<file path="config.mk">
export PLATFORM = sky130hd
export DESIGN_NAME = stsp_ctrl
export DESIGN_NICKNAME = d
export VERILOG_FILES = /design/src/design/stsp_pkg.sv /design/src/design/stsp_ctrl.sv
export SDC_FILE = /design/constraint.sdc
export NUM_CORES = 1
export LEC_CHECK = 0
export BUFFER_PORTS_ARGS = -buffer_cell sky130_fd_sc_hd__buf_2
export CAP_MARGIN = 10
export CORE_AREA = 3 3 40 42
export CTS_BUF_LIST = sky130_fd_sc_hd__clkbuf_16
export CTS_CLUSTER_SIZE = 8
export DETAILED_ROUTE_END_ITERATION = 12
export DIE_AREA = 0 0 43 45
export MAX_ROUTING_LAYER = met4
export PLACE_DENSITY = 0.54
export SYNTH_ARGS = -nofsm -noshare
export SYNTH_HDL_FRONTEND = slang
export SYNTH_SLANG_ARGS = --single-unit
</file>
<file path="constraint.sdc">
create_clock -name i_clk -period 1.4 [get_ports i_clk]
set_input_delay 0.07 -clock i_clk [delete_from_list [all_inputs] [get_ports i_clk]]
set_output_delay 0.07 -clock i_clk [all_outputs]
set_load 0.01 [all_outputs]
</file>
<file path="src/design/stsp_pkg.sv">
// ----------------------------------------------------------------------------
// stsp_pkg
// Shared types and constants for the stepper trapezoid speed-profile unit.
// ----------------------------------------------------------------------------
package stsp_pkg;

    localparam int DIV_DW = 50;   // dividend magnitude width
    localparam int DIV_VW = 33;   // divisor magnitude width

    localparam logic [1:0] MODE_TICK  = 2'd0;
    localparam logic [1:0] MODE_ANGLE = 2'd1;
    localparam logic [1:0] MODE_TURN  = 2'd2;
    localparam logic [1:0] MODE_STOP  = 2'd3;

    localparam logic [1:0] DIR_CW   = 2'b01;
    localparam logic [1:0] DIR_NEAR = 2'b00;
    localparam logic [1:0] DIR_CCW  = 2'b11;
    localparam logic [1:0] DIR_NONE = 2'b10;

    localparam logic [2:0] REG_STEPS    = 3'd0;
    localparam logic [2:0] REG_RAMP_IN  = 3'd1;
    localparam logic [2:0] REG_RAMP_OUT = 3'd2;
    localparam logic [2:0] REG_PEAK     = 3'd3;
    localparam logic [2:0] REG_CONST    = 3'd4;
    localparam logic [2:0] REG_FIXED    = 3'd5;
    localparam logic [2:0] REG_TOP      = 3'd6;
    localparam logic [2:0] REG_FLOOR    = 3'd7;

    typedef struct packed {
        logic [15:0] steps_per_turn;
        logic [8:0]  ramp_in_fraction;
        logic [8:0]  ramp_out_fraction;
        logic [8:0]  peak_limit;
        logic        constant_mode;
        logic [15:0] fixed_speed;
        logic [15:0] top_speed;
        logic [15:0] floor_speed;
    } t_cfg;

    typedef enum logic [3:0] {
        S_IDLE,
        S_ANG_DIV,
        S_ANG_WAIT,
        S_GMUL,
        S_GOAL,
        S_RMUL,
        S_RAMP,
        S_SEL,
        S_MMUL,
        S_MAP_DIV,
        S_MAP_WAIT,
        S_FIN
    } t_state;

    typedef struct packed {
        logic load;
        logic div_start;
        logic div_sel;     // 0: angle division, 1: ramp interpolation
        logic ang_save;
        logic gmul;
        logic goal;
        logic rmul;
        logic ramp;
        logic sel;
        logic mmul;
        logic fin;
    } t_cmd;

    typedef struct packed {
        logic div_busy;
        logic out_full;
    } t_sts;

endpackage

</file>
<file path="src/design/stsp_ctrl.sv">
// ----------------------------------------------------------------------------
// stsp_ctrl
// Sequencer that steps the datapath through one item.
// ----------------------------------------------------------------------------
module stsp_ctrl (
    input  logic           i_clk,
    input  logic           i_rst_n,
    input  logic           i_valid,
    output logic           o_ready,
    input  stsp_pkg::t_sts i_sts,
    output stsp_pkg::t_cmd o_cmd
);
    import stsp_pkg::*;

    t_state r_state, n_state;

    always_ff @(posedge i_clk) begin
        if (!i_rst_n) begin
            r_state <= S_IDLE;
        end else begin
            r_state <= n_state;
        end
    end

    always_comb begin
        n_state = r_state;
        unique case (r_state)
            S_IDLE:     if (i_valid) n_state = S_ANG_DIV;
            S_ANG_DIV:  n_state = S_ANG_WAIT;
            S_ANG_WAIT: if (!i_sts.div_busy) n_state = S_GMUL;
            S_GMUL:     n_state = S_GOAL;
            S_GOAL:     n_state = S_RMUL;
            S_RMUL:     n_state = S_RAMP;
            S_RAMP:     n_state = S_SEL;
            S_SEL:      n_state = S_MMUL;
            S_MMUL:     n_state = S_MAP_DIV;
            S_MAP_DIV:  n_state = S_MAP_WAIT;
            S_MAP_WAIT: if (!i_sts.div_busy) n_state = S_FIN;
            S_FIN:      if (!i_sts.out_full) n_state = S_IDLE;
            default:    n_state = S_IDLE;
        endcase
    end

    always_comb begin
        o_cmd   = '0;
        o_ready = 1'b0;
        unique case (r_state)
            S_IDLE: begin
                o_ready    = 1'b1;
                o_cmd.load = i_valid;
            end
            S_ANG_DIV:  o_cmd.div_start = 1'b1;
            S_ANG_WAIT: o_cmd.ang_save  = !i_sts.div_busy;
            S_GMUL:     o_cmd.gmul      = 1'b1;
            S_GOAL:     o_cmd.goal      = 1'b1;
            S_RMUL:     o_cmd.rmul      = 1'b1;
            S_RAMP:     o_cmd.ramp      = 1'b1;
            S_SEL:      o_cmd.sel       = 1'b1;
            S_MMUL:     o_cmd.mmul      = 1'b1;
            S_MAP_DIV: begin
                o_cmd.div_start = 1'b1;
                o_cmd.div_sel   = 1'b1;
            end
            S_MAP_WAIT: o_cmd.div_sel = 1'b1;
            S_FIN:      o_cmd.fin     = !i_sts.out_full;
            default:    o_cmd = '0;
        endcase
    end

endmodule

</file>
* Word-level counts from Yosys, hierarchy flattened
Cells that the tools add are included.
** Word-level totals
- Word-level logic and storage cells :: 39
- Memory bits (writable) :: 0
- Memory bits (read-only) :: 0
- Output and inout port bits :: 12
- Bits of input ports :: 5
- Memories kept :: 0
- Bits in latches :: 0
- Flip-flop bits (word level) :: 4
** Operators by class
- Multiplexer cells :: 17
- Bitwise gates (word level) :: 0
- Multipliers :: 0
- Equal/unequal tests :: 15
- Reductions and logical operators :: 6
- Magnitude comparators :: 0
- Add/subtract/negate cells :: 0
- Div/mod/pow operators :: 0
- Shifts and indexed selects :: 0
** Operator list (number)
- $pmux W4 S12 :: 1
- $eq A4 B3 Y1 const B :: 4
- $eq A4 B4 Y1 const B :: 4
- $mux W4 :: 4
- $mux W1 :: 12
- $eq A4 B2 Y1 const B :: 2
- $ne A2 B2 Y1 const B :: 4
- $eq A4 B1 Y1 const B :: 1
- $logic_not A4 Y1 :: 1
- $reduce_and A4 Y1 :: 1
- $reduce_or A2 Y1 :: 2
- $logic_not A1 Y1 :: 2

* Longest topological paths before layout
Gate-level depths: netlist of run 1.
- Depth in word-level cells :: 3
- Depth in mapped cells :: 4
- Mapped depth without buffers :: 3

* Worst setup path after synthesis of run 1
OpenSTA, ideal clock, no wires.
- Path type :: register to output
- From :: reg r_state[1]
- To :: out o_cmd[10] (netlist bit)
- Stages on the path, launching flop included :: 4
- Path slack :: 0.274 ns
- Data arrival time :: 1.056 ns
- Cells stage by stage :: dfxtp_1 buf_4 nor4_2 and2_1
** RTL lines
- start: declaration :: RTL line stsp_ctrl.sv:15 : t_state r_state, n_state;
- start signal: assignment :: RTL line stsp_ctrl.sv:21 : r_state <= n_state;
- end: declaration :: RTL line stsp_ctrl.sv:11 : output stsp_pkg::t_cmd o_cmd

==> results of run 1 <==
## worst register-to-register path, delay by kind of cell, from the launching register on
| family | cells | cell delay, ns |
|---|---|---|
| buffers and inverters | 1 | 0.18 |
| and+or+nand+nor | 1 | 0.07 |
| DFF | 1 | 0.33 |
| AOI/OAI and AO/OA | 2 | 0.45 |
## worst max-delay path by stage
stage	endpoint	depth (start not counted)	slack, ns	startpoint
after floorplan	o_cmd[10]	3	0.27	r_state[1]$_SDFFE_PN0P_
after global placement	r_state[0]$_SDFFE_PN0P_	3	0.24	r_state[1]$_SDFFE_PN0P_
after detailed placement	r_state[0]$_SDFFE_PN0P_	3	0.25	r_state[1]$_SDFFE_PN0P_
after CTS	o_cmd[0]	4	0.03	r_state[1]$_SDFFE_PN0P_
after global routing	o_cmd[10]	4	0.03	r_state[2]$_SDFFE_PN0P_
final	o_cmd[2]	4	0.11	r_state[3]$_SDFFE_PN0P_
## placed cells by master (no fill, tap or decap), types with 2 or more instances in the layout
cell type,n
nand2_1,3
and2_1,2
buf_2,16
nor4_1,2
nor3_1,3
clkbuf_16,3
nand2b_1,3
buf_4,2
xor2_1,2
dfxtp_1,2
nor3b_1,2
nor2_1,4
## power groups by stage
stage               clock network (W)  logic [W]  registers [W]
finish                       0.000443   0.000104       0.000139
CTS                          0.000453   0.000100       0.000137
detailed placement                  0  0.0000995       0.000138
global route                 0.000458   0.000117       0.000142
floorplan                           0  0.0000795       0.000128
global placement                    0  0.0000994       0.000139
## through the flow
step	total power [W]	area, sq um	setup slack (ns)
2_1_floorplan	0.000207	327	0.274
3_3_place_gp	0.000239	409	0.245
3_5_place_dp	0.000238	409	0.249
4_1_cts	0.000690	484	0.0265
5_1_grt	0.000716	498	0.0280
6_report	0.000685	498	0.115
## what timing repair did
action | in CTS | in global routing
endpoints found under the hold margin | 0 | 0
setup endpoints to repair | 0 | 5
gates resized for setup | 0 | 4
## logic make-up (layout without fill, tap and decap cells)
family,count (synthesis),count (layout),synth area share [%]
AO/OA/AOI/OAI,6,6,14.6
XOR/XNOR,2,2,5.36
flip-flops,4,4,24.5
AND/OR/NAND/NOR,25,25,44.8
buffers and inverters,5,22,10.7
## layer usage
layer	GRT usage (%)	vias up
met3	3.59	2
li1	-	180
met5	-	-
met1	12.1	138
met2	10.8	18
met4	7.23	0
## area by class of cell
cell class,count,share of cell area (%)
Clock buffer,3,15.1
Inverter,1,0.754
Multi-Input combinational cell,33,44.2
Sequential cell,4,17.1
Tap cell,15,3.77
Timing Repair Buffer,18,19.1
==> summary.md, run 1 <==
| Metric | Value |
|---|---|
| Status | `completed` |
| Terminus of the critical flop-to-flop path | `r_state[0]$_SDFFE_PN0P_` |
| Cell Chain, Critical Path | `nand2b_1, or2_0, inv_1, buf_2` |
| Setup violations, final | `0` |
| Setup crit end kind | `output port` |
| CTS hold repair buffers | `0` |
| FP Rows | `13` |
| Worst Clk Skew | `0.000122 ns` |
| Initial Util | `25.4%` |
| Grt ovf | `0` |
| Share of total power in the clock network | `64.6%` |
| Mapped Cells | `42` |
| WP data arrival | `1.22 ns` |
| Antenna Cells | `0` |
| Max Cap Violations | `0` |
| Net switching power | `0.000145 W` |
| Clock slew at reported path FFs | `0.03 ns` |
| CTS tree | `done` |
| Final Cycle Share | `91.8%` |
| CP Launch Type | `register` |
| I/O pin count | `17` |
| Final setup TNS | `0 ns` |
| Core ar. | `1280 sq um` |
| Synth cell count leaders | `dfxtp_1, nor2_1, nand2_1, nand2b_1, nor3_1` |
| Slew @ Worst Pin | `0.252 ns` |
| DR iter-0 viols | `4` |
| Tmin final | `1.29 ns` |
| Initial antenna violation count | `0` |
| Cell Pwr Density | `1380 nW/um^2` |
| DRT antenna net count | `0` |
| Synth Register Bits | `4` |
| Maximum clock path buffer count | `2` |
| Global Route Usage Sum | `9.18%` |
| Hold slack | `0.128 ns` |
| Critical path buffer and inverter count | `2` |
| H-tree lvl count | `1` |
| Final Hold Viols | `0` |
| First-pass GRT wire length | `1260 um` |
| Vias in the first global route | `276` |
| Hpwl dp | `608 um` |
| Final #Nets | `66` |
| Final Max Slew Viols | `0` |
| Mapped Nets | `47` |
| Area leader, netlist | `dfxtp_1` |
| Critical path class | `reg2out` |
| Area share of the largest cell type after synthesis | `24.5%` |
| Port bufs | `16` |
| Ys flop type | `dfxtp_1` |
| DR WL/cell | `10.5 um` |
| Pin count of the biggest net entering global routing | `13` |
| Sequential element share of the synthesized area | `24.5%` |
| Met3 WL | `99 um` |
| Post-DR vias/cell | `4.57` |
| Overall routed net length | `775 um` |
| CP Data Required Time | `1.33 ns` |
| DRC | `0` |
| Sequential power share | `20.2%` |
| Syn Area/Cell | `7.78 sq um` |
| Clock root buffer | `clkbuf_16` |
| Hold Crit Class | `in2reg` |
| Switching Share | `21.1%` |
| First drt pass iteration count | `4` |
| Hold path endpoint | `r_state[0]$_SDFFE_PN0P_` |
| Min-Delay Path Depth | `3` |
| Mapped Area | `327 sq um` |
| Die height | `45 um` |
| FF+latch area | `85.1 sq um` |
| Worst Hold Launch | `i_sts[0]` |
| Skew-Pair Late Insertion Delay | `0.22 ns` |
| Die Footprint | `1940 sq um` |
| Distinct cells, synth | `25` |
| Fill cells | `132` |
| Internal power | `0.000541 W` |
| CP top delay family | `simple AND/OR/NAND/NOR gates` |
| Clk sinks | `4` |
| RSZ-0062 raised after global routing | `false` |
| Metal2 WL | `271 um` |
| Core Util, Final | `38.8%` |
| Biggest register | `r_state` |
| Rel. slew slack | `83.0%` |
| CP max stage delay | `0.37 ns` |
| Num CTS Buffers | `3` |
| Reg2Reg Launch Point | `r_state[2]$_SDFFE_PN0P_` |
| Number of flip-flops in the largest register | `4` |
| Post-layout instance count excluding filler cells | `74` |
| Max Freq | `0.778 GHz` |
| Max FO, Critical Path | `12` |
| Share of flip-flops with an asynchronous set or reset | `0%` |
| Maximum VDD drop | `0.644 mV` |
| Yosys Warn Count | `0` |
| Biggest regs | `r_state (4)` |
| Static Leakage | `0.250 nW` |
| EDFF count, synth | `0` |
| R2R cell count | `4` |
| CP max stage cell | `dfxtp_2` |
| Max layer used | `met4` |
| R2r setup slk | `0.31 ns` |
| DR vias | `338` |
| Multi-input gate area | `220 sq um` |
| Metal-1 WL | `380 um` |
| Synth top area cells | `dfxtp_1, nand2b_1, xor2_1` |
| RePlAce Congestion | `0.692` |
| Post-CTS Setup Inserts | `0` |
| Gate power share | `15.2%` |
| Placed Instances | `71` |
| Area grow syn2layout | `52.5%` |
| Chip Width | `43 um` |
| Share of layout cells above drive strength 1 | `42.4%` |
Note: power is estimated with default switching activity, not from simulation.
==> run 2: changes to the inputs <==
--- a/config.mk
+++ b/config.mk
@@ -5,6 +5,7 @@
 export SDC_FILE = /design/constraint.sdc
 export NUM_CORES = 1
 export LEC_CHECK = 0
+export ABC_CLOCK_PERIOD_IN_PS = 1700
 export BUFFER_PORTS_ARGS = -buffer_cell sky130_fd_sc_hd__buf_2
 export CAP_MARGIN = 10
 export CORE_AREA = 3 3 40 42
@@ -14,6 +15,7 @@
 export DIE_AREA = 0 0 43 45
 export MAX_ROUTING_LAYER = met4
 export PLACE_DENSITY = 0.54
+export SLEW_MARGIN = 10
 export SYNTH_ARGS = -nofsm -noshare
 export SYNTH_HDL_FRONTEND = slang
 export SYNTH_SLANG_ARGS = --single-unit
==> constraint.sdc (replaced) <==
create_clock -name i_clk -period 1.7 [get_ports i_clk]
set_input_delay 0.085 -clock i_clk [delete_from_list [all_inputs] [get_ports i_clk]]
set_output_delay 0.085 -clock i_clk [all_outputs]
set_load 0.01 [all_outputs]
==> summary.md, run 2 (synthesis results as in run 1) <==
| Metric | Value |
|---|---|
| CP max stage cell | `dfxtp_1` |
| DR vias | `335 (-0.89%)` |
| Static Leakage | `0.235 nW (-6.2%)` |
| Most common cell after layout, fill and taps aside | `buf_2` |
| Core ar. | `1280 sq um (unchanged)` |
| Num CTS Buffers | `3 (unchanged)` |
| I/O pin count | `17 (unchanged)` |
| Tmin final | `1.47 ns` |
| Hpwl dp | `586 um (-3.7%)` |
| Clk sinks | `4 (unchanged)` |
| Cell Chain, Critical Path | `nand2b_1, or2_0, inv_1, buf_2` |
| Skew-Pair Late Insertion Delay | `0.23 ns (about the same)` |
| Final Hold Viols | `0 (unchanged)` |
| CP top delay family | `flip-flops` |
| Initial antenna violation count | `0 (unchanged)` |
| CTS-repair resized insts | `0 (unchanged)` |
| Most frequent cells in the layout | `buf_2, nor2_1, dfxtp_1` |
| RePlAce Congestion | `0.712 (+2.9%)` |
| Final setup TNS | `0 ns (unchanged)` |
| Rel. slew slack | `72.4% (-11 points)` |
| Antenna Cells | `0 (unchanged)` |
| Die height | `45 um (unchanged)` |
| Clock slew at reported path FFs | `0.03 ns (about the same)` |
| Critical path class | `reg2out` |
| DRT antenna net count | `0 (unchanged)` |
| Die Footprint | `1940 sq um (unchanged)` |
| Chip Width | `43 um (unchanged)` |
| Grt ovf | `0 (unchanged)` |
| CTS tree | `done` |
| Final Worst Setup Slack | `0.232 ns (+0.118 ns)` |
| Setup crit end kind | `output port` |
| Port bufs | `16 (unchanged)` |
| Gate power share | `12.2% (-3.0 points)` |
| Max Cap Violations | `0 (unchanged)` |
| Setup violations, final | `0 (unchanged)` |
| Number of flip-flops in the largest register | `4 (unchanged)` |
| Post-DR vias/cell | `4.65 (+1.9%)` |
| DR WL/cell | `10.9 um (+4.0%)` |
| Biggest register | `r_state` |
| Pin count of the biggest net entering global routing | `13 (unchanged)` |
| Fill cells | `146 (+11%)` |
| WP data arrival | `1.38 ns (+0.16 ns)` |
| Max FO, Critical Path | `12 (unchanged)` |
| Overall routed net length | `784 um (+1.2%)` |
| Share of layout cells above drive strength 1 | `36.8% (-5.5 points)` |
| Dpl ws | `0.405 ns (+0.156 ns)` |
| Cell Pwr Density | `1180 nW/um^2 (-14%)` |
| Final Cycle Share | `86.3%` |
| Worst Clk Skew | `0.00287 ns (+0.00275 ns)` |
| Multi-input gate area | `211 sq um (-4.0%)` |
| Clock root buffer | `clkbuf_16` |
| Share of total power in the clock network | `66.1% (+1.5 points)` |
| Hold Crit Class | `in2reg` |
| CP Data Required Time | `1.62 ns (+0.29 ns)` |
| H-tree lvl count | `1 (unchanged)` |
| RSZ-0062 raised after global routing | `false` |
| Critical path buffer and inverter count | `2 (unchanged)` |
| FP Rows | `13 (unchanged)` |
| Max Freq | `0.681 GHz` |
| Maximum clock path buffer count | `2 (unchanged)` |
| First-pass GRT wire length | `1240 um (-1.0%)` |
| Net switching power | `0.000118 W (-18%)` |
| Final Max Slew Viols | `0 (unchanged)` |
| DRC | `0 (unchanged)` |
| CP Launch Type | `register` |
| Global Route Usage Sum | `9.69% (+0.51 points)` |
| Biggest regs | `r_state (4)` |
| Slew @ Worst Pin | `0.414 ns (+0.162 ns)` |
| Sequential power share | `21.7% (+1.5 points)` |
| Total power | `0.000555 W (-19%)` |
| Status | `completed` |
| CP max stage delay | `0.56 ns (+0.19 ns)` |
| Switching Share | `21.3% (+0.24 points)` |
| Vias in the first global route | `289 (+4.7%)` |
| Final #Nets | `64 (-3.0%)` |
| Core Util, Final | `36.5% (-2.2 points)` |
| Initial Util | `25.4% (unchanged)` |
| Internal power | `0.000437 W (-19%)` |
| FF+latch area | `80.1 sq um (-5.9%)` |
| Post-CTS Setup Inserts | `0 (unchanged)` |
| First drt pass iteration count | `4 (unchanged)` |
| CTS hold repair buffers | `0 (unchanged)` |
| Area grow syn2layout | `43.7%` |
| Maximum VDD drop | `0.784 mV (+22%)` |
| DR iter-0 viols | `4 (unchanged)` |
-- run 2: changes by cell type in the layout (fill, tap and decap cells not counted) --
cell | before | now
buf_4 | 2 | 0
dfxtp_1 | 2 | 4
dfxtp_2 | 1 | 0
dfxtp_4 | 1 | 0
nor4_2 | 0 | 1
nor4_4 | 1 | 0
-- run 2: area by class of cell --
class	count	area share [%]
sequential	4	17.1
multi-input combinational	33	45.1
timing repair buffer	16	17.1
tap	15	4.00
inverter	1	0.800
clock buffer	3	16.0
-- run 2: stage by stage --
step	instance area, sq um	hold slack, ns	instances
3_3_place_gp	394	0.374	69
2_1_floorplan	327	0.218	42
5_1_grt	469	0.152	72
6_report	469	0.141	72
4_1_cts	469	0.138	72
3_5_place_dp	394	0.374	69
-- run 2: path summary, 6_finish.rpt --
| kind | from | to | slack (ns) | cells past startpoint |
|---|---|---|---|---|
| worst max register to register | r_state[2]$_SDFFE_PN0P_ | r_state[0]$_SDFFE_PN0P_ | 0.39 | 3 |
| worst min-delay path | i_sts[0] | r_state[0]$_SDFFE_PN0P_ | 0.14 | 3 |
| worst min register to register | r_state[1]$_SDFFE_PN0P_ | r_state[1]$_SDFFE_PN0P_ | 0.64 | 2 |
| worst max-delay path | r_state[0]$_SDFFE_PN0P_ | o_cmd[2] | 0.23 | 4 |
-- run 2: routing by layer --
metal	global-route usage, %	up-vias	wire length, um	part of all wire (%)
met3	5.58	2	99	13
li1	-	176	-	-
met5	-	-	0	0
met2	11.7	19	268	34
met4	9.04	0	33	4.2
met1	10.8	138	383	49
-- run 2: worst register-to-register path: stages, from the launching register on --
cell,delay [ns]
dfxtp_1,0.52
and2b_1,0.24
a2111o_1,0.42
o21ai_2,0.06
-- run 2: power groups by stage --
| stage | Combinational (W) | Sequential (W) | Clock, W |
|---|---|---|---|
| floorplan | 0.0000655 | 0.000105 | 0 |
| global placement | 0.0000674 | 0.000122 | 0 |
| detailed placement | 0.0000686 | 0.000122 | 0 |
| CTS | 0.0000687 | 0.000121 | 0.000377 |
| global route | 0.0000741 | 0.000124 | 0.000384 |
| finish | 0.0000675 | 0.000121 | 0.000367 |
==> run 3: changes to the inputs <==
--- a/config.mk
+++ b/config.mk
@@ -6,15 +6,16 @@
 export NUM_CORES = 1
 export LEC_CHECK = 0
 export ABC_CLOCK_PERIOD_IN_PS = 1700
-export BUFFER_PORTS_ARGS = -buffer_cell sky130_fd_sc_hd__buf_2
 export CAP_MARGIN = 10
 export CORE_AREA = 3 3 40 42
 export CTS_BUF_LIST = sky130_fd_sc_hd__clkbuf_16
 export CTS_CLUSTER_SIZE = 8
 export DETAILED_ROUTE_END_ITERATION = 12
 export DIE_AREA = 0 0 43 45
+export DONT_BUFFER_PORTS = 1
+export HOLD_SLACK_MARGIN = 0.12
 export MAX_ROUTING_LAYER = met4
-export PLACE_DENSITY = 0.54
+export PLACE_DENSITY = 0.43
 export SLEW_MARGIN = 10
 export SYNTH_ARGS = -nofsm -noshare
 export SYNTH_HDL_FRONTEND = slang
==> summary.md, run 3 (synthesis results as in run 1) <==
| Metric | Value |
|---|---|
| Die Footprint | `1940 sq um (unchanged)` |
| Cell Pwr Density | `1260 nW/um^2 (+6.1%)` |
| Share of layout cells above drive strength 1 | `11.1% (-26 points)` |
| Post-CTS Setup Inserts | `0 (unchanged)` |
| Final Max Slew Viols | `0 (unchanged)` |
| Tmin final | `1.42 ns (-0.0500 ns)` |
| RePlAce Congestion | `0.700 (-1.7%)` |
| CTS tree | `done` |
| Rel. slew slack | `58.6% (-14 points)` |
| Max Freq | `0.705 GHz (+3.5%)` |
| I/O pin count | `17 (unchanged)` |
| Post-layout instance count excluding filler cells | `60 (-17%)` |
| DR vias | `311 (-7.2%)` |
| Max Cap Violations | `0 (unchanged)` |
| CP max stage cell | `nor4b_1` |
| Antenna Cells | `0 (unchanged)` |
| WP data arrival | `1.33 ns (-0.05 ns)` |
| Global Route Usage Sum | `9.61% (-0.078 points)` |
| Post-DR vias/cell | `5.18 (+11%)` |
| Number of flip-flops in the largest register | `4 (unchanged)` |
| Die height | `45 um (unchanged)` |
| Critical path class | `reg2out` |
| R2r setup slk | `0.37 ns (-0.02 ns)` |
| CP Data Required Time | `1.62 ns (about the same)` |
| Placed cell area | `314 sq um (-20%)` |
| Hold Crit Class | `in2reg` |
| Max FO, Critical Path | `12 (unchanged)` |
| FP Rows | `13 (unchanged)` |
| Num CTS Buffers | `3 (unchanged)` |
| CP Launch Type | `register` |
| Initial antenna violation count | `0 (unchanged)` |
| Static Leakage | `0.171 nW (-27%)` |
| Most frequent cells in the layout | `nor2_1, dlygate4sd3_1, dfxtp_1` |
| Min-Delay Path Depth | `2 (-1)` |
| RSZ-0062 raised after global routing | `false` |
| Maximum clock path buffer count | `2 (unchanged)` |
| DR WL/cell | `12.9 um (+19%)` |
| Biggest regs | `r_state (4)` |
| Cell Chain, Critical Path | `nor4b_1` |
| Grt ovf | `0 (unchanged)` |
| Setup violations, final | `0 (unchanged)` |
| Fill cells | `133 (-8.9%)` |
| Core ar. | `1280 sq um (unchanged)` |
| Overall routed net length | `776 um (-1.0%)` |
| Slew @ Worst Pin | `0.612 ns (+0.198 ns)` |
| Vias in the first global route | `270 (-6.6%)` |
| Placed Instances | `53 (-23%)` |
| First-pass GRT wire length | `1280 um (+2.7%)` |
| Area grow syn2layout | `31.4%` |
| DRC | `0 (unchanged)` |
| Reg2Reg Launch Point | `r_state[2]$_SDFFE_PN0P_` |
| Skew-Pair Late Insertion Delay | `0.22 ns (about the same)` |
| Setup crit end kind | `output port` |
| Worst Clk Skew | `0.000466 ns (-0.00241 ns)` |
| Final Hold Viols | `0 (unchanged)` |
| Hold slack | `0.152 ns (+0.0103 ns)` |
| H-tree lvl count | `1 (unchanged)` |
| Chip Width | `43 um (unchanged)` |
| R2R cell count | `3 (unchanged)` |
| Port bufs | `0 (-16)` |
| DR iter-0 viols | `10 (+6)` |
| Final setup TNS | `0 ns (unchanged)` |
| Clock slew at reported path FFs | `0.03 ns (about the same)` |
| Hold path endpoint | `r_state[1]$_SDFFE_PN0P_` |
| Terminus of the critical flop-to-flop path | `r_state[0]$_SDFFE_PN0P_` |
| Hpwl dp | `546 um (-6.8%)` |
| DRT antenna net count | `0 (unchanged)` |
| CP max stage delay | `0.56 ns (about the same)` |
| CP top delay family | `simple AND/OR/NAND/NOR gates` |
| Biggest register | `r_state` |
| Maximum VDD drop | `0.529 mV (-33%)` |
| Total power | `0.000539 W (-3.0%)` |
| Status | `completed` |
| Clk sinks | `4 (unchanged)` |
| Final Cycle Share | `83.4% (-2.9 points)` |
| Final #Nets | `52 (-19%)` |
| Clock root buffer | `clkbuf_16` |
| Pin count of the biggest net entering global routing | `13 (unchanged)` |
| Critical path buffer and inverter count | `0 (-2)` |
| Worst Hold Launch | `i_rst_n` |
| Final Cell Area | `429 sq um (-8.5%)` |
| First drt pass iteration count | `4 (unchanged)` |
| Initial Util | `25.4% (unchanged)` |
==> run 3: per-layer routing <==
layer	track usage, %	up-vias	part of all wire [%]
li1	-	154	-
met1	14.7	135	50
met2	8.68	20	32
met3	3.98	2	15
met4	7.23	0	3.0
met5	-	-	0
==> run 3: metrics by stage <==
stage | utilization, % | setup WS [ns]
after global placement | 24.4 | 0.427
final | 33.4 | 0.282
after floorplan | - | 0.559
after CTS | 33.4 | 0.261
after detailed placement | 24.4 | 0.389
after global routing | 33.4 | 0.133
==> run 3: final cells by class <==
cell class	instances	area (sq um)	share of cell area [%]
Multi-Input combinational cell	33	211	49.3
Tap cell	15	18.8	4.37
Inverter	1	3.75	0.875
Clock buffer	3	75.1	17.5
Timing Repair Buffer	4	40.0	9.33
Sequential cell	4	80.1	18.7
==> run 3: worst max path at each step <==
stage	startpoint	to	slack [ns]	cells past startpoint
after global routing	r_state[0]$_SDFFE_PN0P_	o_cmd[2]	0.13	3
after CTS	r_state[0]$_SDFFE_PN0P_	o_cmd[2]	0.26	3
after global placement	r_state[2]$_SDFFE_PN0P_	r_state[0]$_SDFFE_PN0P_	0.43	3
after floorplan	r_state[1]$_SDFFE_PN0P_	o_cmd[10]	0.56	3
final	r_state[3]$_SDFFE_PN0P_	o_cmd[1]	0.28	1
after detailed placement	r_state[2]$_SDFFE_PN0P_	r_state[0]$_SDFFE_PN0P_	0.39	3
==> run 3: power breakdown <==
part           switching (W)  leakage (nW)  total (W)  internal (W)
clock network      0.0000602        0.0370   0.000360      0.000300
logic              0.0000278         0.101  0.0000568     0.0000289
registers          0.0000209        0.0327   0.000122      0.000101
total               0.000109         0.171   0.000539      0.000430
==> run 3: repair_timing <==
action	4_1_cts	5_1_grt
resized for setup	0	0
hold endpoints to repair	4	0
hold buffers	4	0
